`src/hdl/hfcc_pkg.sv`:
```
package hfcc_pkg;

    // frame layout and limits
    localparam int HEADER_BYTES  = 24;
    localparam int LENGTH_OFFSET = 20;
    localparam int MAX_PAYLOAD   = 512;

    // character codes used by the hex decode
    localparam logic [7:0] CHAR_ZERO   = 8'h30;
    localparam logic [7:0] CHAR_NINE   = 8'h39;
    localparam logic [7:0] ALPHA_SHIFT = 8'h37;

    // fletcher modulus
    localparam logic [8:0] FLETCHER_MOD = 9'd255;

    // saturation value of the byte counter
    localparam logic [15:0] INDEX_MAX = 16'hFFFF;

    // result status codes
    localparam logic [1:0] STATUS_OK       = 2'd0;
    localparam logic [1:0] STATUS_MISMATCH = 2'd1;
    localparam logic [1:0] STATUS_SHORT    = 2'd2;
    localparam logic [1:0] STATUS_TOO_LONG = 2'd3;

    typedef struct packed {
        logic [7:0] rx_char;
        logic       frame_end;
    } in_t;

    typedef struct packed {
        logic [1:0]  status;
        logic [15:0] payload_length;
    } out_t;

    typedef struct packed {
        logic        pair_phase;
        logic [7:0]  high_char;
        logic [15:0] byte_index;
        logic [7:0]  sum_first;
        logic [7:0]  sum_second;
        logic [15:0] length_value;
        logic [15:0] received_check;
        logic        check_complete;
    } frame_state_t;

    localparam frame_state_t STATE_CLEAR = '0;

    // ascii hex character to value, letters offset by 0x37
    function automatic logic [7:0] decode_char(input logic [7:0] c);
        logic [7:0] v;
        if (c >= CHAR_ZERO && c <= CHAR_NINE) begin
            v = c - CHAR_ZERO;
        end else begin
            v = c - ALPHA_SHIFT;
        end
        return v;
    endfunction

    // add two residues below 255 and reduce mod 255
    function automatic logic [7:0] add_mod255(input logic [7:0] a, input logic [7:0] b);
        logic [8:0] s;
        s = {1'b0, a} + {1'b0, b};
        if (s >= FLETCHER_MOD) begin
            s = s - FLETCHER_MOD;
        end
        return s[7:0];
    endfunction

endpackage

```
`src/hdl/hfcc_char_step.sv`:
```
module hfcc_char_step
    import hfcc_pkg::*;
(
    input  frame_state_t state_cur,
    input  logic [7:0]   rx_char,
    output frame_state_t state_upd,
    output out_t         result
);

    logic [7:0]  dec_hi;
    logic [7:0]  dec_lo;
    logic [7:0]  byte_val;
    logic [7:0]  dec_byte;
    logic [3:0]  nib;
    logic [16:0] idx_ext;
    logic [16:0] pay_end;
    logic [16:0] check_off;
    logic [15:0] len_off;
    logic [7:0]  s1;
    logic [15:0] computed;

    // byte assembled from the held high character and this one
    assign dec_hi   = decode_char(state_cur.high_char);
    assign dec_lo   = decode_char(rx_char);
    assign byte_val = {dec_hi[3:0], 4'b0000} | dec_lo;
    assign dec_byte = decode_char(byte_val);
    assign nib      = dec_byte[3:0];

    // positions relative to the length field and the check field
    assign idx_ext   = {1'b0, state_cur.byte_index};
    assign pay_end   = {1'b0, state_cur.length_value} + 17'(HEADER_BYTES);
    assign check_off = idx_ext - pay_end;
    assign len_off   = state_cur.byte_index - 16'(LENGTH_OFFSET);
    assign s1        = add_mod255(state_cur.sum_first, byte_val);

    // state update for one character
    always_comb begin
        state_upd = state_cur;
        if (!state_cur.pair_phase) begin
            state_upd.high_char  = rx_char;
            state_upd.pair_phase = 1'b1;
        end else begin
            state_upd.pair_phase = 1'b0;
            if (state_cur.byte_index >= 16'(LENGTH_OFFSET) &&
                state_cur.byte_index < 16'(LENGTH_OFFSET + 4)) begin
                state_upd.length_value[{len_off[1:0], 2'b00} +: 4] = nib;
            end
            if (idx_ext < pay_end) begin
                state_upd.sum_first  = s1;
                state_upd.sum_second = add_mod255(state_cur.sum_second, s1);
            end else if (check_off < 17'd4 && !state_cur.check_complete) begin
                state_upd.received_check[{check_off[1:0], 2'b00} +: 4] = nib;
                if (check_off[1:0] == 2'd3) begin
                    state_upd.check_complete = 1'b1;
                end
            end
            if (state_cur.byte_index != INDEX_MAX) begin
                state_upd.byte_index = state_cur.byte_index + 16'd1;
            end
        end
    end

    // frame status as it would be reported on this character
    assign computed = {state_upd.sum_second, state_upd.sum_first};

    always_comb begin
        result.payload_length = state_upd.length_value;
        if (state_upd.byte_index < 16'(LENGTH_OFFSET + 4)) begin
            result.status = STATUS_SHORT;
        end else if (state_upd.length_value > 16'(MAX_PAYLOAD)) begin
            result.status = STATUS_TOO_LONG;
        end else if (!state_upd.check_complete) begin
            result.status = STATUS_SHORT;
        end else if (computed == state_upd.received_check) begin
            result.status = STATUS_OK;
        end else begin
            result.status = STATUS_MISMATCH;
        end
    end

endmodule

```
`src/hdl/hex_frame_checksum_checker_top.sv`:
```
// Frame checker for hex-encoded frames: takes one ASCII character per cycle
// on the s_ channel unless input stalls and, on the character flagged
// frame_end, delivers one result (status and decoded payload length) on the
// m_ channel. The only per-character work is a hex decode, two mod-255 adds
// and a few compares between the frame state registers and the result
// register. The result register lets the next frame keep streaming while a
// result waits; input stalls only when a held result is not taken as the
// next frame end arrives. The result is registered and appears in the cycle
// after the last character is accepted; frame state clears at frame end.
module hex_frame_checksum_checker_top
    import hfcc_pkg::*;
(
    input  logic aclk,
    input  logic aresetn,
    input  logic s_valid,
    output logic s_ready,
    input  in_t  s_payload,
    output logic m_valid,
    input  logic m_ready,
    output out_t m_payload
);

    frame_state_t state_reg, state_next;
    frame_state_t state_upd;
    out_t         result;
    out_t         out_reg;
    logic         out_valid_reg, out_valid_next;
    logic         accept;

    hfcc_char_step u_step (
        .state_cur (state_reg),
        .rx_char   (s_payload.rx_char),
        .state_upd (state_upd),
        .result    (result)
    );

    // a request is taken unless a result is held and a frame end would clobber it
    assign s_ready = !out_valid_reg || m_ready || !s_payload.frame_end;
    assign accept  = s_valid && s_ready;

    // frame state advances per accepted character, clears at frame end
    always_comb begin
        state_next = state_reg;
        if (accept) begin
            state_next = s_payload.frame_end ? STATE_CLEAR : state_upd;
        end
    end

    // result register valid
    always_comb begin
        out_valid_next = out_valid_reg;
        if (m_ready) begin
            out_valid_next = 1'b0;
        end
        if (accept && s_payload.frame_end) begin
            out_valid_next = 1'b1;
        end
    end

    always_ff @(posedge aclk) begin
        if (!aresetn) begin
            state_reg     <= STATE_CLEAR;
            out_valid_reg <= 1'b0;
        end else begin
            state_reg     <= state_next;
            out_valid_reg <= out_valid_next;
        end
    end

    // result payload
    always_ff @(posedge aclk) begin
        if (accept && s_payload.frame_end) begin
            out_reg <= result;
        end
    end

    assign m_valid   = out_valid_reg;
    assign m_payload = out_reg;

endmodule

```
`config.mk`:
```
export PLATFORM = sky130hd
export DESIGN_NAME = hex_frame_checksum_checker_top
export DESIGN_NICKNAME = d
export VERILOG_FILES = /design/src/hdl/hfcc_pkg.sv /design/src/hdl/hfcc_char_step.sv /design/src/hdl/hex_frame_checksum_checker_top.sv
export SDC_FILE = /design/constraint.sdc
export NUM_CORES = 1
export LEC_CHECK = 0
export BUFFER_PORTS_ARGS = -buffer_cell sky130_fd_sc_hd__buf_2
export CORE_MARGIN = 10
export CORE_UTILIZATION = 25
export CTS_CLUSTER_DIAMETER = 60
export DETAILED_ROUTE_END_ITERATION = 8
export GPL_TIMING_DRIVEN = 0
export PLACE_DENSITY = 0.41
export REMOVE_ABC_BUFFERS = 1
export SYNTH_ARGS = -nofsm -noshare
export SYNTH_HDL_FRONTEND = slang
export SYNTH_SLANG_ARGS = --single-unit
```
`constraint.sdc`:
```
create_clock -name aclk -period 9.85 [get_ports aclk]
set_input_delay 1.97 -clock aclk [delete_from_list [all_inputs] [get_ports aclk]]
set_output_delay 1.97 -clock aclk [all_outputs]
set_load 0.005 [all_outputs]
```
Yosys cells after proc, flatten, opt, wreduce, memory -nomap -nowiden
Cells that the tools add are included.
{"block": "classes", "n_addsub": 16, "magnitude_cmp": 14, "n_eq_ne": 4, "shift": 4, "mux": 22, "n_bitwise": 2, "n_reduce_logical": 15}
{"operator": "2-to-1 mux 74 bit", "count": 1}
{"operator": "2-to-1 mux 65 bit", "count": 1}
{"operator": "2-to-1 mux 16 bit", "count": 3}
{"operator": "2-to-1 mux 17 bit", "count": 2}
{"operator": "bitwise mux 16 bit", "count": 2}
{"operator": "less-than comparator 16 x 5 -> 1 bit, second input constant", "count": 2}
{"operator": "2-to-1 mux 8 bit", "count": 4}
{"operator": "variable shift 4 x 6 -> 16 bit, first input constant", "count": 2}
{"operator": "indexed part select 4 x 6 -> 16 bit", "count": 2}
{"operator": ">= comparator 8 x 6 -> 1 bit, second input constant", "count": 3}
{"operator": "less-or-equal comparator 8 x 6 -> 1 bit, second input constant", "count": 3}
{"operator": "adder 8 x 8 -> 9 bit", "count": 2}
{"operator": ">= comparator 9 x 8 -> 1 bit, second input constant", "count": 2}
{"operator": "adder 16 x 5 -> 17 bit, second input constant", "count": 1}
{"operator": "less-than comparator 16 x 17 -> 1 bit", "count": 1}
{"operator": "less-than comparator 17 x 3 -> 1 bit, second input constant", "count": 1}
{"operator": "subtractor 16 x 17 -> 17 bit", "count": 1}
{"operator": "adder 16 x 1 -> 16 bit, second input constant", "count": 1}
{"operator": "== test 16 bit", "count": 1}
{"operator": ">= comparator 16 x 5 -> 1 bit, second input constant", "count": 1}
{"operator": "greater-than comparator 16 x 10 -> 1 bit, second input constant", "count": 1}
{"operator": "!= test 16 bit, second input constant", "count": 1}
{"operator": "subtractor 8 x 6 -> 8 bit, second input constant", "count": 2}
{"operator": "subtractor 8 bit, second input constant", "count": 2}
{"operator": "16 further kinds", "count": 35}
{"block": "word_totals", "register_bits": 93, "in_bits": 13, "output_inout_bits": 20, "wordCells": 89}

Depth between registers and ports, before layout
{"block": "logic_depth", "ltp_word": 16, "depth_mapped": 29, "depth_no_buf": 28}

Hierarchy
From an unflattened synthesis, not the netlist that was laid out.
{"block": "unflattened", "cells_unflattened": 858, "area_unflattened_um2": 7619.8}
{"module": "hfcc_char_step", "instances": 1, "cells_per_inst": 667, "area_per_inst_um2": 4744.6, "seq_area_each_um2": 0.0}
{"module": "hex_frame_checksum_checker_top", "instances": 1, "cells_per_inst": 191, "area_per_inst_um2": 2875.3, "seq_area_each_um2": 2042.0}

Least setup slack after synthesis
No wires, ideal clock.
{"block": "synth_timing", "path_type": "in2reg", "startpoint": "in s_payload[2] in the netlist's numbering", "endpoint": "reg out_reg (netlist bit m_payload[16]) (data pin)", "setup_time_ns": 0.275, "arrival_ns": 7.982, "required_ns": 9.575, "path_slack_ns": 1.594, "path_stages": 28, "path_buffers": 1, "path_cell_list": "clkbuf_1 > inv_1 > ha_1 > or3b_2 > a21oi_1 > a21o_1 > ha_1 > a21o_1 > a21o_1 > a211o_1 > a211oi_1 > nand4b_1 > nand2_1 > mux2i_1 > inv_1 > fa_1 > a21o_1 > a21oi_1 > nor3_1 > a311oi_1 > nor4_1 > o2111ai_1 > xor2_1 > a21oi_1 > xor2_1 > nand4_1 > nor3_1 > a41oi_1"}
{"block": "synth_between", "elab_chain_cells": 16, "word_cells_on_any_way": 35, "cone_classes": "add/sub (8); order compare (7); eq/ne (1); shift (2); mux (14); bitwise (1); reduce/logical (2)"}
{"item": "start: declaration", "line": "hex_frame_checksum_checker_top.sv:17", "text": "input in_t s_payload,"}
{"item": ">= comparator 8 x 6 -> 1 bit / less-or-equal comparator 8 x 6 -> 1 bit (equally long branches)", "line": "hfcc_pkg.sv:51", "text": "if (c >= CHAR_ZERO && c <= CHAR_NINE) begin"}
{"item": "logical AND 1 bit", "line": "hfcc_pkg.sv:51"}
{"item": "2-to-1 mux 8 bit *", "line": "hfcc_pkg.sv:51"}
{"item": "bitwise OR 8 bit *", "line": "hfcc_char_step.sv:25", "text": "assign byte_val = {dec_hi[3:0], 4'b0000} | dec_lo;"}
{"item": "adder 8 x 8 -> 9 bit (tied with other cells)", "line": "hfcc_pkg.sv:62", "text": "s = {1'b0, a} + {1'b0, b};"}
{"item": "subtractor 8 bit (tied with other cells)", "line": "hfcc_pkg.sv:64", "text": "s = s - FLETCHER_MOD;"}
{"item": "2-to-1 mux 8 bit / 2-to-1 mux 4 bit (equally long branches)", "line": "hfcc_pkg.sv:63, hfcc_pkg.sv:51"}
{"item": "adder 8 x 8 -> 9 bit / indexed part select 4 x 6 -> 16 bit (equally long branches)", "line": "hfcc_pkg.sv:62, hfcc_char_step.sv:52"}
{"item": "subtractor 8 bit (tied with other cells)", "line": "hfcc_pkg.sv:64"}
{"item": "2-to-1 mux 8 bit / 2-to-1 mux 17 bit (equally long branches)", "line": "hfcc_pkg.sv:63, hfcc_char_step.sv:51"}
{"item": "2-to-1 mux 16 bit / 2-to-1 mux 17 bit (equally long branches)", "line": "hfcc_char_step.sv:48", "text": "if (idx_ext < pay_end) begin"}
{"item": "2-to-1 mux 65 bit *", "line": "hfcc_char_step.sv:39", "text": "if (!state_cur.pair_phase) begin"}
{"item": "== test 16 bit", "line": "hfcc_char_step.sv:74", "text": "end else if (computed == state_upd.received_check) begin"}
{"item": "2-to-1 mux 1 bit", "line": "hfcc_char_step.sv:74"}
{"item": "2-to-1 mux 1 bit", "line": "hfcc_char_step.sv:72", "text": "end else if (!state_upd.check_complete) begin"}
{"item": "2-to-1 mux 1 bit *", "line": "hfcc_char_step.sv:70", "text": "end else if (state_upd.length_value > 16'(MAX_PAYLOAD)) begin"}
{"item": "end signal: assignment", "line": "hex_frame_checksum_checker_top.sv:73", "text": "out_reg <= result;"}
{"item": "end: declaration", "line": "hex_frame_checksum_checker_top.sv:26", "text": "out_t out_reg;"}
Every way passes the cells marked *; elsewhere a longest branch is shown, timed or not.
A chain may end at the register's enable or synchronous reset.

Worst setup path in the final report
{"block": "layout_timing", "startpoint": "in s_payload[5] in the netlist's numbering", "endpoint": "reg out_reg (netlist bit m_payload[16]) (data pin)"}
Same word-level chain as after synthesis.

==> results.yml <==
run_status:
  status: "finished clean"
critical_path:
  worstSetupEndpointType: "register"
  cp_data_required_time_ps: 9930
  cpMaxStageDelayCell: "a311oi_1"
  crit_path_max_fanout: 7
  cp.arrival_ps: 9180
  start_kind: "input pin"
  path_class: "in -> reg"
  slowest_delay_ps: 630
global_routing:
  grt_pass1_wl_mm: 39.0
  grt-ovfl-total: 0
  grt_start_max_net_pins: 76
  grt_pass1_vias: 6837
  antenna_found_initial: 0
  grt_usage_pct: 12.4
place:
  port_buffers: 32
  dp_hpwl_mm: 17.7
  dp_cells: 1356
  pre_cts_slack_ps: 421
  gp_congestion: 0.801
logic_synthesis:
  synth.distinct_cells: 89
  ys_seq_area_share_pct: 26.0
  synth_enable_flop_cells: 18
  ys.flop_type: "dfxtp_1"
  syn-cell-area_um2: 7850
  ys_async_sr_fraction_pct: 0
  synthCells: 967
  syn_area_per_cell_um2: 8.12
  synth-warning-count: 0
  ys_ff_latch: 93
clock_tree:
  clock_sinks: 93
  cts_htree_levels: 3
  cts_max_path_buffers: 2
  clock_latency_ps: 360
  post-cts-setup-buffer-count: 0
  cts-buffers-inserted: 9
  clock-root-buffer: "clkbuf_16"
  hold_buffers: 0
  path_clk_slew_ps: 70
  post_cts_resized: 0
  cts_tree: "built"
route:
  wl_per_cell_um: 17.5
  drc: 0
  viasPerCell: 5.13
  ant_nets: 0
  drt-initial-drc-count: 408
  wirelength_mm: 24.1
  vias: 7036
  dr.pass1.iters: 5
min_path:
  hold_class: "reg -> reg"
die:
  start_util_pct: 25.5
  die_w_um: 197
  num_rows: 64
  ioPinCount: 33
  core_area_um2: 30800
  chipHeight_um: 197
  dieArea_um2: 38900
finish:
  post_route_cells_drive_above_1_share_pct: 8.30
  diodes: 0
  fin_nets: 1047
  fin_cells: 1372
  syn2layout_area_growth_pct: 10.7
  fin_util_pct: 28.2
  largest_reg_flops: 74
timing:
  setup_viol: 0
  maxSlewViolCount: 0
  finalCriticalPeriod_ps: 9090
  finalSetupTns_ps: 0
  finClkSkew_ps: 14.8
  timing.fmax_mhz: 110
  hold_viol: 0
  worst_slew_pin_slew_ps: 1290
  slew_headroom_pct: 14.3
  layout_setup_ws_ps: 756
  fin_crit_sh_pct: 92.3
  rsz0062_at_grt: "no"
job:
  cap_violations: 0
pwr:
  ir_worst_vdd_mv: 0.0633
  p_leak_nw: 3.30
  p_per_area_nw_per_um2: 109
-- cells in the final DEF, fill, tap and decap left out, types with 6 or more instances in the layout --
cell       instances
ha_1              60
nand4b_1           7
a21oi_1           62
a31oi_1            9
nand4_1           11
edfxtp_1          18
a22oi_1           41
xnor2_1           33
nor2_1            60
and2_1            14
buf_2             32
dfxtp_1           75
clkbuf_16          9
nor3b_1            7
nand2b_1           7
nor3_1            24
o21ai_0           62
nor4_1            21
or3_1              7
nand3_1           25
a211oi_1           6
xor2_1            30
inv_1             36
a311oi_1           6
and3_1            14
nor2b_1           68
mux2i_1           22
a21o_1            12
nand2_1           79
-- final cells by class --
| class | count | area [um^2] |
|---|---|---|
| fillers | 3292 | 22100 |
| multi-input cells | 797 | 5520 |
| flip-flops and latches | 93 | 2040 |
| well taps | 396 | 495 |
| clock buffers | 11 | 243 |
| repair buffers | 34 | 200 |
| inverters | 36 | 135 |
| clock inverters | 5 | 61.3 |
-- where the power goes --
part           total [mW]  internal (mW)  switching (mW)
Clock               0.366          0.205           0.161
Sequential          0.397          0.392         0.00472
Combinational       0.181         0.0639           0.117
-- final timing paths --
check | from | to | slack (ps) | cells past startpoint
worst max-delay path | s_payload[5] | m_payload[16] | 760 | 27
worst min-delay path | state_reg[6] | state_reg[6] | 520 | 2
worst max register to register | state_reg[65] | m_payload[16] | 2360 | 27
worst min register to register | state_reg[6] | state_reg[6] | 520 | 2
-- logic make-up after synthesis --
logic type | share of synthesized area [%]
AND/OR/NAND/NOR | 26.6
XOR/XNOR | 7.55
flip-flops | 26.0
adder cells (fa/ha/maj) | 10.3
buffers and inverters | 4.06
multiplexers | 3.36
AO/OA/AOI/OAI | 22.1
-- worst max-delay path: cells and delay by family --
family / cells / cell delay (ps)
AO/OA/AOI/OAI: 11 / 3190
AND/OR/NAND/NOR: 7 / 1500
adder cells (fa/ha/maj): 4 / 1420
multiplexers: 1 / 460
XOR/XNOR: 3 / 450
buffers and inverters: 1 / 170
-- cells in the mapped netlist, drive strengths merged, types with 4 or more instances --
library cell / n / share of area, %
mux2i: 23 / 2.9
nand4b: 9 / 1.2
a311oi: 6 / 0.67
nand3: 25 / 1.6
nor4b: 5 / 0.64
nor3b: 7 / 0.67
ha: 60 / 9.6
a21o: 12 / 1.1
a32oi: 4 / 0.45
a22oi: 41 / 3.9
and3: 14 / 1.1
xnor2: 36 / 4.2
buf: 13 / 1.0
o211ai: 5 / 0.48
or2: 4 / 0.32
a211oi: 7 / 0.73
o21ai: 65 / 4.1
nor2: 62 / 3.1
clkbuf: 28 / 1.3
dfxtp: 75 / 19
nor3: 26 / 1.8
nor2b: 68 / 5.4
nand4: 11 / 0.88
nand2b: 8 / 0.64
a21oi: 63 / 4.1
inv: 36 / 1.7
nor4: 23 / 2.1
xor2: 30 / 3.3
or3: 7 / 0.56
and2: 15 / 1.2
o21a: 5 / 0.48
nand2: 80 / 3.8
o2111ai: 4 / 0.53
edfxtp: 18 / 6.9
a31oi: 9 / 0.72
-- through the flow --
step	cell area [um^2]	power, mW	hold WS, ps
global route	8690	0.995	551
finish	8690	0.944	519
floorplan	7670	0.525	476
CTS	8690	0.959	521
global placement	8320	0.585	495
detailed placement	8380	0.587	505
-- routing by layer --
layer | vias up | GRT usage (%) | part of all wire [%]
li1 | 3565 | - | -
met1 | 3352 | 16.9 | 50
met2 | 108 | 20.4 | 47
met3 | 11 | 1.98 | 2.4
met4 | 0 | 2.08 | 0.68
met5 | - | 0 | 0
Power figures use the tool's default switching activity.
